$ cat src/rtl/nau_pkg.sv
`timescale 1ns / 1ps
// ----------------------------------------------------------------------------
// nau_pkg
// Shared codes, types and the sigmoid table generator of the activation unit.
// ----------------------------------------------------------------------------
package nau_pkg;

	// sigmoid value, unsigned Q1.16, 0 .. 65536
	typedef logic [16:0] sig_t;

	localparam int CFG_INDEX_W = 1;
	localparam int CFG_DATA_W  = 16;

	localparam logic [CFG_INDEX_W-1:0] REG_FUNC_SELECT = 1'd0;
	localparam logic [CFG_INDEX_W-1:0] REG_LEAK_FACTOR = 1'd1;

	localparam logic [1:0] FUNC_RELU    = 2'd0;
	localparam logic [1:0] FUNC_LEAKY   = 2'd1;
	localparam logic [1:0] FUNC_SIGMOID = 2'd2;
	localparam logic [1:0] FUNC_TANH    = 2'd3;

	localparam logic signed [16:0] ONE_Q12 = 17'sd4096;

	// shift-subtract division, used only while building the table
	function automatic logic [63:0] udiv64(input logic [63:0] num, input logic [63:0] dvs);
		logic [63:0] q;
		logic [63:0] r;
		q = 64'd0;
		r = 64'd0;
		for (int i = 63; i >= 0; i--) begin
			r = {r[62:0], num[i]};
			if (r >= dvs) begin
				r = r - dvs;
				q[i] = 1'b1;
			end
		end
		return q;
	endfunction

	// entry k of the table: round(65536 * sigmoid(-8 + 16k/nseg))
	function automatic sig_t sig_entry(input int unsigned k, input int unsigned nseg);
		longint      d;
		logic [63:0] m;
		logic [63:0] term;
		logic [63:0] e;
		logic [63:0] den;
		logic [63:0] sp;
		d = longint'(16 * k) - longint'(8 * nseg);
		m = (d < 0) ? 64'(-d) : 64'(d);
		term = 64'h1_0000_0000;
		e = 64'd0;
		for (int n = 0; n < 400; n++) begin
			if (term != 64'd0) begin
				e = e + term;
				term = udiv64(term * m, 64'(nseg) * 64'(n + 1));
			end
		end
		den = e + 64'h1_0000_0000;
		sp = udiv64(e * 64'd65536 + (den >> 1), den);
		return (d < 0) ? sig_t'(64'd65536 - sp) : sig_t'(sp);
	endfunction

endpackage

$ cat src/rtl/nau_sig_rom.sv
`timescale 1ns / 1ps
// ----------------------------------------------------------------------------
// nau_sig_rom
// Sigmoid breakpoint table with two registered read ports.
// ----------------------------------------------------------------------------
module nau_sig_rom
	import nau_pkg::*;
#(
	parameter int SEGMENTS = 64,
	localparam int AW = $clog2(SEGMENTS + 1)
) (
	input  logic          clk,
	input  logic          en,
	input  logic [AW-1:0] addr_lo,
	input  logic [AW-1:0] addr_hi,
	output sig_t          data_lo,
	output sig_t          data_hi
);

	sig_t rom_w [0:SEGMENTS];

	for (genvar g = 0; g <= SEGMENTS; g++) begin : g_entry
		localparam sig_t ENTRY = sig_entry(g, SEGMENTS);
		assign rom_w[g] = ENTRY;
	end

	always_ff @(posedge clk) begin
		if (en) begin
			data_lo <= rom_w[addr_lo];
			data_hi <= rom_w[addr_hi];
		end
	end

endmodule

$ cat src/rtl/neural_activation_unit_top.sv
`timescale 1ns / 1ps
// ----------------------------------------------------------------------------
// neural_activation_unit_top
// Elementwise relu, leaky relu, sigmoid and tanh, or their derivatives, on
// signed Q3.12 words.
//
// Input stream s_axis: tdata is the Q3.12 sample, tuser asks for the
// derivative, tlast marks the last word of a tensor. Output stream m_axis:
// tdata is the saturated Q3.12 result, tlast is copied from the input.
// The function and the leak slope are set through cfg_we / cfg_index /
// cfg_data while no word is in flight.
//
// Six register stages: index and leak product, table read, interpolation
// product, interpolation sum, derivative product, output register. One word
// per cycle is taken and delivered as long as m_axis_tready stays high.
// Reset empties every stage and selects relu with a zero leak slope.
// When the receiver stalls, the stages close up behind the output register
// and s_axis_tready drops only once all six stages hold a word; nothing is
// dropped or repeated.
// ----------------------------------------------------------------------------
module neural_activation_unit_top
	import nau_pkg::*;
#(
	parameter int TABLE_SEGMENTS = 64
) (
	input  logic                   clk,
	input  logic                   arst_n,
	input  logic                   cfg_we,
	input  logic [CFG_INDEX_W-1:0] cfg_index,
	input  logic [CFG_DATA_W-1:0]  cfg_data,
	input  logic                   s_axis_tvalid,
	output logic                   s_axis_tready,
	input  logic [15:0]            s_axis_tdata,  // sample_value
	input  logic [0:0]             s_axis_tuser,  // want_derivative
	input  logic                   s_axis_tlast,
	output logic                   m_axis_tvalid,
	input  logic                   m_axis_tready,
	output logic [15:0]            m_axis_tdata,  // result_value
	output logic                   m_axis_tlast
);

	localparam int AW = $clog2(TABLE_SEGMENTS + 1);
	localparam int PW = 16 + AW;
	localparam logic [AW-1:0] NSEG = AW'(TABLE_SEGMENTS);

	logic [1:0]  func_q;
	logic [15:0] leak_q;

	logic v_s1, v_s2, v_s3, v_s4, v_s5, v_s6;
	logic en1, en2, en3, en4, en5, en6;

	logic der_s1, der_s2, der_s3, der_s4, der_s5;
	logic last_s1, last_s2, last_s3, last_s4, last_s5;

	logic signed [15:0] x_s1;
	logic signed [32:0] leakp_s1;
	logic [AW-1:0]      idx_s1;
	logic               top_s1;
	logic [15:0]        frac_s1;

	logic signed [16:0] lin_s2, lin_s3, lin_s4, lin_s5;
	logic [15:0]        frac_s2;
	sig_t               lo_s2, hi_s2;

	sig_t               lo_s3;
	logic signed [34:0] ip_s3;

	sig_t               s_s4;

	sig_t               s_s5;
	logic signed [17:0] t_s5;
	logic signed [35:0] prod_s5;

	logic [15:0] data_s6;
	logic        last_s6;

	function automatic logic [15:0] sat16(input logic signed [19:0] v);
		if (v > 20'sd32767) begin
			return 16'h7fff;
		end else if (v < -20'sd32768) begin
			return 16'h8000;
		end
		return v[15:0];
	endfunction

	// stall control
	assign en6 = !v_s6 || m_axis_tready;
	assign en5 = !v_s5 || en6;
	assign en4 = !v_s4 || en5;
	assign en3 = !v_s3 || en4;
	assign en2 = !v_s2 || en3;
	assign en1 = !v_s1 || en2;

	assign s_axis_tready = en1;
	assign m_axis_tvalid = v_s6;
	assign m_axis_tdata  = data_s6;
	assign m_axis_tlast  = last_s6;

	always_ff @(posedge clk or negedge arst_n) begin
		if (!arst_n) begin
			func_q <= FUNC_RELU;
			leak_q <= 16'd0;
		end else if (cfg_we) begin
			case (cfg_index)
				REG_FUNC_SELECT: func_q <= cfg_data[1:0];
				REG_LEAK_FACTOR: leak_q <= cfg_data;
				default: ;
			endcase
		end
	end

	always_ff @(posedge clk or negedge arst_n) begin
		if (!arst_n) begin
			v_s1 <= 1'b0;
			v_s2 <= 1'b0;
			v_s3 <= 1'b0;
			v_s4 <= 1'b0;
			v_s5 <= 1'b0;
			v_s6 <= 1'b0;
		end else begin
			if (en1) v_s1 <= s_axis_tvalid;
			if (en2) v_s2 <= v_s1;
			if (en3) v_s3 <= v_s2;
			if (en4) v_s4 <= v_s3;
			if (en5) v_s5 <= v_s4;
			if (en6) v_s6 <= v_s5;
		end
	end

	// stage 1: table index, fraction, leak product
	logic signed [15:0] x_in;
	logic signed [16:0] arg_w;
	logic signed [17:0] u_w;
	logic [PW-1:0]      p_w;
	logic [AW-1:0]      k_w;
	logic               top_w;

	always_comb begin
		x_in = $signed(s_axis_tdata);
		if (func_q == FUNC_TANH) begin
			arg_w = {x_in, 1'b0};
		end else begin
			arg_w = 17'(x_in);
		end
		if (arg_w < -17'sd32768) begin
			arg_w = -17'sd32768;
		end
		u_w   = 18'(arg_w) + 18'sd32768;
		top_w = u_w[16];
		p_w   = {{AW{1'b0}}, u_w[15:0]} * {16'd0, NSEG};
		k_w   = p_w[PW-1:16];
	end

	always_ff @(posedge clk) begin
		if (en1) begin
			x_s1     <= x_in;
			der_s1   <= s_axis_tuser[0];
			last_s1  <= s_axis_tlast;
			top_s1   <= top_w;
			idx_s1   <= top_w ? NSEG : k_w;
			frac_s1  <= top_w ? 16'd0 : p_w[15:0];
			leakp_s1 <= 33'(x_in) * 33'($signed({1'b0, leak_q}));
		end
	end

	// stage 2: table read, relu and leaky relu
	logic signed [16:0] lin_w;
	logic signed [32:0] lk_rnd;
	logic [16:0]        leak_d;
	logic               pos_s1;

	always_comb begin
		pos_s1 = !x_s1[15] && (x_s1 != 16'sd0);
		lk_rnd = (33'sd32768 - leakp_s1) >>> 16;
		leak_d = ({1'b0, leak_q} + 17'd8) >> 4;
		case (func_q)
			FUNC_RELU: begin
				if (der_s1) begin
					lin_w = pos_s1 ? ONE_Q12 : 17'sd0;
				end else begin
					lin_w = pos_s1 ? 17'(x_s1) : 17'sd0;
				end
			end
			FUNC_LEAKY: begin
				if (der_s1) begin
					lin_w = pos_s1 ? ONE_Q12 : $signed(leak_d);
				end else begin
					lin_w = x_s1[15] ? -17'(lk_rnd) : 17'(x_s1);
				end
			end
			default: lin_w = 17'sd0;
		endcase
	end

	nau_sig_rom #(
		.SEGMENTS (TABLE_SEGMENTS)
	) u_rom (
		.clk     (clk),
		.en      (en2),
		.addr_lo (idx_s1),
		.addr_hi (top_s1 ? idx_s1 : idx_s1 + AW'(1)),
		.data_lo (lo_s2),
		.data_hi (hi_s2)
	);

	always_ff @(posedge clk) begin
		if (en2) begin
			der_s2  <= der_s1;
			last_s2 <= last_s1;
			frac_s2 <= frac_s1;
			lin_s2  <= lin_w;
		end
	end

	// stage 3: interpolation product
	logic signed [17:0] diff_w;

	assign diff_w = $signed({1'b0, hi_s2}) - $signed({1'b0, lo_s2});

	always_ff @(posedge clk) begin
		if (en3) begin
			der_s3  <= der_s2;
			last_s3 <= last_s2;
			lin_s3  <= lin_s2;
			lo_s3   <= lo_s2;
			ip_s3   <= 35'(diff_w) * 35'($signed({1'b0, frac_s2}));
		end
	end

	// stage 4: interpolation sum
	logic signed [34:0] ip_mag;
	logic signed [34:0] ip_rnd;
	logic signed [18:0] s_w;

	always_comb begin
		ip_mag = ip_s3[34] ? -ip_s3 : ip_s3;
		ip_rnd = (ip_mag + 35'sd32768) >>> 16;
		if (ip_s3[34]) begin
			ip_rnd = -ip_rnd;
		end
		s_w = $signed({2'b00, lo_s3}) + 19'(ip_rnd);
	end

	always_ff @(posedge clk) begin
		if (en4) begin
			der_s4  <= der_s3;
			last_s4 <= last_s3;
			lin_s4  <= lin_s3;
			s_s4    <= s_w[16:0];
		end
	end

	// stage 5: tanh value and derivative product
	logic signed [18:0] t_w;
	logic signed [17:0] op_a, op_b;

	always_comb begin
		t_w = $signed({1'b0, s_s4, 1'b0}) - 19'sd65536;
		if (func_q == FUNC_TANH) begin
			op_a = t_w[17:0];
			op_b = t_w[17:0];
		end else begin
			op_a = $signed({1'b0, s_s4});
			op_b = 18'sd65536 - $signed({1'b0, s_s4});
		end
	end

	always_ff @(posedge clk) begin
		if (en5) begin
			der_s5  <= der_s4;
			last_s5 <= last_s4;
			lin_s5  <= lin_s4;
			s_s5    <= s_s4;
			t_s5    <= t_w[17:0];
			prod_s5 <= 36'(op_a) * 36'(op_b);
		end
	end

	// stage 6: rounding, selection, saturation
	logic [12:0]        sig_act;
	logic [15:0]        sig_der;
	logic [36:0]        tanh_tmp;
	logic [16:0]        tanh_der;
	logic signed [18:0] t_ext, t_mag, t_rnd;
	logic signed [19:0] res_w;

	always_comb begin
		sig_act  = 13'(({1'b0, s_s5} + 18'd8) >> 4);
		sig_der  = 16'(({1'b0, prod_s5} + 37'd524288) >> 20);
		tanh_tmp = 37'h1_0000_0000 - {1'b0, prod_s5} + 37'd524288;
		tanh_der = 17'(tanh_tmp >> 20);
		t_ext    = 19'(t_s5);
		t_mag    = t_s5[17] ? -t_ext : t_ext;
		t_rnd    = (t_mag + 19'sd8) >>> 4;
		if (t_s5[17]) begin
			t_rnd = -t_rnd;
		end
		case (func_q)
			FUNC_RELU, FUNC_LEAKY: res_w = 20'(lin_s5);
			FUNC_SIGMOID: begin
				res_w = der_s5 ? $signed({4'd0, sig_der}) : $signed({7'd0, sig_act});
			end
			FUNC_TANH: begin
				res_w = der_s5 ? $signed({3'd0, tanh_der}) : 20'(t_rnd);
			end
			default: res_w = 20'sd0;
		endcase
	end

	always_ff @(posedge clk) begin
		if (en6) begin
			data_s6 <= sat16(res_w);
			last_s6 <= last_s5;
		end
	end

	// checks
	a_ready_low_only_full: assert property (@(posedge clk) disable iff (!arst_n)
		!s_axis_tready |-> (v_s1 && v_s2 && v_s3 && v_s4 && v_s5 && v_s6))
		else $error("input stalled with an empty stage");

	a_stall_keeps_s5: assert property (@(posedge clk) disable iff (!arst_n)
		(v_s6 && !m_axis_tready && v_s5) |=> (v_s5 && $stable(s_s5) && $stable(lin_s5)))
		else $error("stage 5 word lost during output stall");

	a_sigmoid_bound: assert property (@(posedge clk) disable iff (!arst_n)
		v_s4 |-> (s_s4 <= 17'd65536))
		else $error("interpolated sigmoid above one");

	a_sig_prod_sign: assert property (@(posedge clk) disable iff (!arst_n)
		(v_s5 && func_q == FUNC_SIGMOID) |-> !prod_s5[35])
		else $error("sigmoid derivative product negative");

endmodule
$ cat config.mk
export PLATFORM = sky130hd
export DESIGN_NAME = neural_activation_unit_top
export DESIGN_NICKNAME = d
export VERILOG_FILES = /design/src/rtl/nau_pkg.sv /design/src/rtl/nau_sig_rom.sv /design/src/rtl/neural_activation_unit_top.sv
export SDC_FILE = /design/constraint.sdc
export NUM_CORES = 2
export LEC_CHECK = 0
export BUFFER_PORTS_ARGS = -buffer_cell sky130_fd_sc_hd__buf_4
export CAP_MARGIN = 0
export CORE_UTILIZATION = 61
export CTS_BUF_LIST = sky130_fd_sc_hd__clkbuf_8
export DETAILED_ROUTE_END_ITERATION = 10
export PLACE_DENSITY = 0.8
export RECOVER_POWER = 50
export SETUP_SLACK_MARGIN = 0.1
export SYNTH_ARGS = -nofsm -noshare
export SYNTH_HDL_FRONTEND = slang
export SYNTH_SLANG_ARGS = --single-unit
$ cat constraint.sdc
create_clock -name clk -period 7.9 [get_ports clk]
set_input_delay 1.185 -clock clk [delete_from_list [all_inputs] [get_ports clk]]
set_output_delay 1.185 -clock clk [all_outputs]
set_load 0.01 [all_outputs]
=== Word level (Yosys, flattened, before mapping) ===
Memories as Yosys holds them, arrays and structs flattened. A register that Yosys moved wholly into a read port is not among the register bits.
Cells that the tools add are included.

* $add $sub $neg: 19
* Multipliers: 3
* Order comparisons: 3
* Equality and inequality tests: 3
* Multiplexer cells: 26
* Bitwise operators: 3
* Reduce and logical (&&, ||, !) cells: 19

{| class="wikitable"
|+ Operators by type and width
! cell !! number
|-
| two-way mux 17 bit || 6
|-
| two-way mux 16 bit || 5
|-
| case mux 20 bit (3 select lines) || 1
|-
| two-way mux 19 bit || 2
|-
| adder 37 x 20 -> 37 bit, second input constant || 1
|-
| subtractor 33 x 36 -> 37 bit, first input constant || 1
|-
| adder 36 x 20 -> 36 bit, second input constant || 1
|-
| multiplier 18 x 18 -> 36 bit || 1
|-
| two-way mux 18 bit || 2
|-
| multiplier 18 x 17 -> 35 bit || 1
|-
| negator 17 bit || 2
|-
| case mux 17 bit (2 select lines) || 1
|-
| adder 33 x 17 -> 33 bit, second input constant || 1
|-
| multiplier 16 x 17 -> 33 bit || 1
|-
| two-way mux 33 bit || 1
|-
| negator 33 bit || 1
|-
| subtractor 17 x 33 -> 33 bit, first input constant || 1
|-
| two-way mux 13 bit || 2
|-
| greater-than comparator 20 x 16 -> 1 bit, second input constant || 1
|-
| < comparator 20 x 16 -> 1 bit, second input constant || 1
|-
| two-way mux 20 bit || 1
|-
| adder 19 x 5 -> 19 bit, second input constant || 1
|-
| negator 15 -> 19 bit || 1
|-
| negator 18 -> 19 bit || 1
|-
| other kinds (22) || 39
|}

* Bits in registers: 348
* ROM bits: 4352
* Bits of input ports: 40
* Output and inout port bits: 19
* Word-level logic and storage cells: 116
* Memories: 2

{| class="wikitable"
|+ Memories
! memory !! words !! width !! rd ports !! clocked after memory_dff !! wr ports !! RTL line !! text
|-
| (name not given) || 128 || 17 || 1 || 1 || 0 || nau_sig_rom.sv:29 || <nowiki>data_lo <= rom_w[addr_lo];</nowiki>
|-
| (name not given) || 128 || 17 || 1 || 1 || 0 || nau_sig_rom.sv:30 || <nowiki>data_hi <= rom_w[addr_hi];</nowiki>
|}

=== Logic depth before layout (Yosys ltp) ===
* Word-level depth: 12
* Depth in mapped cells: 35
* Gate-level depth less buffers: 35

=== Cells and area by module ===
From an unflattened synthesis, not the netlist that was laid out.

* Cell total of the unflattened synthesis: 5261
* Area total of the unflattened synthesis: 49107.1 um^2

{| class="wikitable"
|+ Modules (own cells, without submodules)
! module !! times used !! cells an instance !! area an instance (um^2)
|-
| neural_activation_unit_top || 1 || 4766 || 45367.3
|-
| nau_sig_rom || 1 || 495 || 3739.8
|}

=== Worst setup path after synthesis ===
Ideal clock, no wire load.

* Kind: reg2reg
* Start point: register s_s4[0]
* End point: register prod_s5[35] (data pin)
* Setup time: 0.260 ns
* Data arrival time: 7.813 ns
* Data required time: 7.640 ns
* Path slack: -0.173 ns
* Cell stages (with the launch flop): 33
* Period minus slack after synthesis: 8.073 ns
* Path through: edfxtp_1 -> inv_1 -> nand2_1 -> nor3_1 -> nand2_1 -> or3_1 -> nand2b_1 -> nor4_1 -> nand2_1 -> nand3_1 -> and2_1 -> clkbuf_1 -> clkbuf_1 -> nor2_1 -> fa_1 -> fa_1 -> fa_1 -> fa_1 -> fa_1 -> inv_1 -> fa_1 -> inv_1 -> ha_1 -> and4_1 -> o21ai_0 -> a21oi_1 -> o21ai_0 -> a211oi_1 -> nor2_1 -> a211o_1 -> o2111ai_1 -> a21oi_1 -> xnor2_1

* Cells in the longest elaborated chain, start to end: 3
* Elaborated cells on any way between the ends: 5
* Those cells by class: add/sub (2); mul (1); mux (2)

{| class="wikitable"
|+ RTL lines
! what !! RTL line !! text
|-
| start: declaration || neural_activation_unit_top.sv:68 || <nowiki>sig_t s_s4;</nowiki>
|-
| start signal: assignment || neural_activation_unit_top.sv:249 || <nowiki>s_s4 <= s_w[16:0];</nowiki>
|-
| subtractor 18 x 17 -> 18 bit / subtractor 17 x 17 -> 18 bit (equally long branches) || neural_activation_unit_top.sv:258, neural_activation_unit_top.sv:264 ||
|-
| two-way mux 18 bit || neural_activation_unit_top.sv:259 || <nowiki>if (func_q == FUNC_TANH) begin</nowiki>
|-
| multiplier 18 x 18 -> 36 bit (*) || neural_activation_unit_top.sv:275 || <nowiki>prod_s5 <= 36'(op_a) * 36'(op_b);</nowiki>
|-
| end signal: assignment || neural_activation_unit_top.sv:275 ||
|-
| end: declaration || neural_activation_unit_top.sv:72 || <nowiki>logic signed [35:0] prod_s5;</nowiki>
|}

Mark *: on every way between the ends. The rest lies on a longest branch, timed or not.
A chain may end at the register's enable or synchronous reset.

=== Worst setup path in the final report ===
* Start point: register u_rom.data_lo[0]
* End point: register ip_s3[34] (data pin)

* Cells in the longest elaborated chain, start to end: 2

{| class="wikitable"
|+ RTL lines
! what !! RTL line !! text
|-
| start: declaration || nau_sig_rom.sv:16 || <nowiki>output sig_t data_lo,</nowiki>
|-
| subtractor 17 x 17 -> 18 bit || neural_activation_unit_top.sv:218 || <nowiki>assign diff_w = $signed({1'b0, hi_s2}) - $signed({1'b0, lo_s2});</nowiki>
|-
| multiplier 18 x 17 -> 35 bit || neural_activation_unit_top.sv:226 || <nowiki>ip_s3 <= 35'(diff_w) * 35'($signed({1'b0, frac_s2}));</nowiki>
|-
| end signal: assignment || neural_activation_unit_top.sv:226 ||
|-
| end: declaration || neural_activation_unit_top.sv:66 || <nowiki>logic signed [34:0] ip_s3;</nowiki>
|}

No other way between the ends.

==> qor.yml <==
synth-simple-area-share_pct: 16.2
clock-root-buffer: "sky130_fd_sc_hd__clkbuf_8"
drt-pass1-iter-count: 9
floorplan.die_area_mm2: 0.0807
critical_path.startpoint_type: "flop"
setup_viol: 1
critical_path_buf_inv_count: 4
ios: 59
critical-path-slowest-cell: "sky130_fd_sc_hd__fa_1"
crit_path_frequent_cell: "sky130_fd_sc_hd__fa_1"
area_growth_syn_to_layout_pct: 10.6
final_worst_path_setup_slack_ns: -0.0565
ys_seq_area_share_pct: 21.0
detailed_place_hpwl_um: 102000
initial_utilization_pct: 61.5
setup.reg_to_reg.worst_slack_ns: -0.06
finalWorstPathRequiredPeriod_ns: 7.96
maxCapViolCount: 0
vias: 38367
met2_length_um: 61400
cts_tree: "yes"
row_count: 103
post-synth-top-count-cell: "sky130_fd_sc_hd__inv_1"
post_cts_hold_buffer_count: 0
relSlewSlack_pct: 5.78
drv_slew: 0
synth-main-ff-cell: "sky130_fd_sc_hd__edfxtp_1"
min_period_over_period_pct: 101
drive_above_1_share_pct: 11.8
async_sr_flop_fraction_pct: 7.00
pin_count_of_the_biggest_net_entering_global_routing: 76
clkTransAtPathRegs_ns: 0.07
num-nets-final: 6533
cts.sink_count: 343
grt_first_pass_wirelength_um: 210000
synth_enable_flop_cells: 319
synthDistinctLibCells: 98
timing.setup.critical_path_class: "flop to flop"
ant_nets: 0
worst-endpoint-arrival_ns: 8.40
drc: 2
ys_top_cells_by_area: "sky130_fd_sc_hd__fa_1 28%, sky130_fd_sc_hd__edfxtp_1 20%, sky130_fd_sc_hd__ha_1 10%"
clock_latency_ns: 0.74
finalHoldViolCount: 0
die_x_um: 284
top_layer_used: "met5"
worstSetupEndpointType: "flop"
max_slew.worst_pin.slew_ns: 1.41
routedLengthMet1_um: 52000
rsz0062_at_grt: "yes"
result_of_the_run: "finished with violations"
path_max_fanout: 5
utilization_pct: 68.1
gp_congestion: 1.04
cells_on_worst_reg2reg_path: 33
vias_in_the_first_global_route: 39352
synth_top_area_share_pct: 28.3
routed_via_density: 5.90
grt_overflow: 0
die_height_um: 284
layout.filler_cells: 6031
synth.largest_area_cell: "sky130_fd_sc_hd__fa_1"
hold_path_depth: 0
critPathMaxStageDelay_ns: 0.52
synth_area_per_cell_um2: 9.27
tns_ns: -0.0565
htree_num_levels: 2
synthesis.instances: 5235
synth-compound-area-share_pct: 9.56
violations: "design-rule violations, negative setup slack"
routed-wl-met3_um: 11000
synth_top_family_by_area: "adder cells"
antenna_violations_before_repair: 5
muxShareOfSynthArea_pct: 0.951
max_freq_ghz: 0.126
hold_path_class: "flop to flop"
synth_seq_cells: 343
critPathRequiredTime_ns: 8.34
wl_final_um: 131000
synth_area_mm2: 0.0485
drtIter0Drc: 3664
synth_commonest_cells: "873 x sky130_fd_sc_hd__inv_1, 689 x sky130_fd_sc_hd__nand2_1, 685 x sky130_fd_sc_hd__fa_1, 402 x sky130_fd_sc_hd__ha_1, 319 x sky130_fd_sc_hd__edfxtp_1"
grt_use_total_pct: 32.9
critical_path_depth: 33
cts_buffer_depth: 3
synthesis.yosys.warnings: 0
portBuffers: 58
core_mm2: 0.0789
cts_buffers: 59
adder_cell_fraction_of_synth_area_pct: 38.6
clock-skew-final_ns: 0.0597
synthesized_area_fraction_occupied_by_xor_and_xnor_cells_pct: 4.87
wl_per_cell_um: 20.1
critical_path.top_delay_family: "adder cells"
## cells in the final DEF (no fill, tap or decap), types with 20 or more instances in the layout
master,Yosys,final
sky130_fd_sc_hd__nand2b_1,55,54
sky130_fd_sc_hd__xnor2_1,202,195
sky130_fd_sc_hd__nand4_1,24,24
sky130_fd_sc_hd__nand2_1,689,679
sky130_fd_sc_hd__o21a_1,21,20
sky130_fd_sc_hd__inv_1,873,870
sky130_fd_sc_hd__a31oi_1,33,33
sky130_fd_sc_hd__mux2_2,20,20
sky130_fd_sc_hd__a21o_1,25,25
sky130_fd_sc_hd__clkbuf_8,0,64
sky130_fd_sc_hd__ha_1,402,386
sky130_fd_sc_hd__o211ai_1,27,27
sky130_fd_sc_hd__fa_1,685,679
sky130_fd_sc_hd__nor2b_1,52,51
sky130_fd_sc_hd__a21oi_1,206,193
sky130_fd_sc_hd__and2_1,204,200
sky130_fd_sc_hd__nand3_1,87,83
sky130_fd_sc_hd__or3_1,33,28
sky130_fd_sc_hd__xor2_1,63,62
sky130_fd_sc_hd__nor2_1,306,290
sky130_fd_sc_hd__o21ai_0,151,140
sky130_fd_sc_hd__and3_1,33,33
sky130_fd_sc_hd__dfrtp_1,24,24
sky130_fd_sc_hd__a211oi_1,38,36
sky130_fd_sc_hd__nor3_1,82,75
sky130_fd_sc_hd__buf_4,0,335
sky130_fd_sc_hd__edfxtp_1,319,319
## path summary, 6_finish.rpt
path	to	startpoint
worst max register to register	ip_s3[34]$_DFFE_PP_	u_rom.data_lo[0]$_SDFFCE_PP0P_
worst max-delay path	ip_s3[34]$_DFFE_PP_	u_rom.data_lo[0]$_SDFFCE_PP0P_
min in group asynchronous	leak_q[15]$_DFFE_PN0P_	arst_n
max in group asynchronous	v_s5$_DFFE_PN0P_	arst_n
worst min-delay path	lin_s5[2]$_DFFE_PP_	lin_s4[2]$_DFFE_PP_
worst min register to register	lin_s5[2]$_DFFE_PP_	lin_s4[2]$_DFFE_PP_
## routing by layer
metal	vias to the layer above	track usage, %
met5	-	0
met4	4	14.4
met3	365	4.74
met2	1832	53.1
met1	18846	44.3
li1	17320	-
## sequential cells by signal, indices dropped and copies added (netlist names), 2 cells and up
register / flops
prod_s5: 36
s_s5: 17
lin_s2: 17
lin_s3: 17
s_s4: 17
func_q: 2
lo_s3: 16
x_s1: 16
lin_s4: 17
idx_s1: 7
lin_s5: 17
leak_q: 16
frac_s1: 10
frac_s2: 10
t_s5: 2
u_rom.data_hi: 16
m_axis_tdata: 16
u_rom.data_lo: 16
ip_s3: 28
leakp_s1: 33
## kinds of logic (layout without fill, tap and decap cells)
kind of cell / count (synthesis) / count (layout)
other: 1 / 4
flip-flops: 343 / 343
adder cells (fa/ha/maj): 1087 / 1087
AO/OA/AOI/OAI: 709 / 709
multiplexers: 36 / 36
XOR/XNOR: 267 / 267
AND/OR/NAND/NOR: 1664 / 1664
buffers and inverters: 1128 / 1345
## layout make-up
| type | count | area, um^2 | area share (%) |
|---|---|---|---|
| Antenna cell | 1 | 2.50 | 0.00466 |
| Clock buffer | 64 | 881 | 1.64 |
| Clock inverter | 45 | 364 | 0.678 |
| Inverter | 880 | 3300 | 6.15 |
| Multi-Input combinational cell | 3766 | 34800 | 64.9 |
| Sequential cell | 343 | 10200 | 19.0 |
| Tap cell | 1050 | 1310 | 2.45 |
| Timing Repair Buffer | 356 | 2810 | 5.23 |
## per-stage QoR
| stage | cell area [um^2] | hold slack, ns | instances | setup WS, ns |
|---|---|---|---|---|
| floorplan | 48600 | 0.400 | 5237 | 0.0554 |
| detailed placement | 51400 | 0.405 | 6349 | -0.428 |
| CTS | 53100 | 0.353 | 6485 | 0.0537 |
| global placement | 51400 | 0.400 | 6349 | -0.259 |
| finish | 53700 | 0.395 | 6505 | -0.0565 |
| global route | 53700 | 0.402 | 6505 | -0.350 |
## worst register-to-register path: cells and delay by family, from the launching register on
kind	cells	cell delay, ns
flops	1	0.43
fa+ha+maj	9	3.52
simple gates	7	1.32
xor+xnor	2	0.32
buf+inv	4	0.48
compound gates	11	1.60
## timing repair
| action | CTS | global route |
|---|---|---|
| resized for setup | 69 | 89 |
| buffers inserted | 23 | 19 |
| gates cloned | 4 | 0 |
| pin swaps | 48 | 72 |
| endpoints found under the setup margin | 14 | 20 |
Power is not shown: default switching activity piles up to over one toggle a cycle in this logic, so the estimate is an artifact.
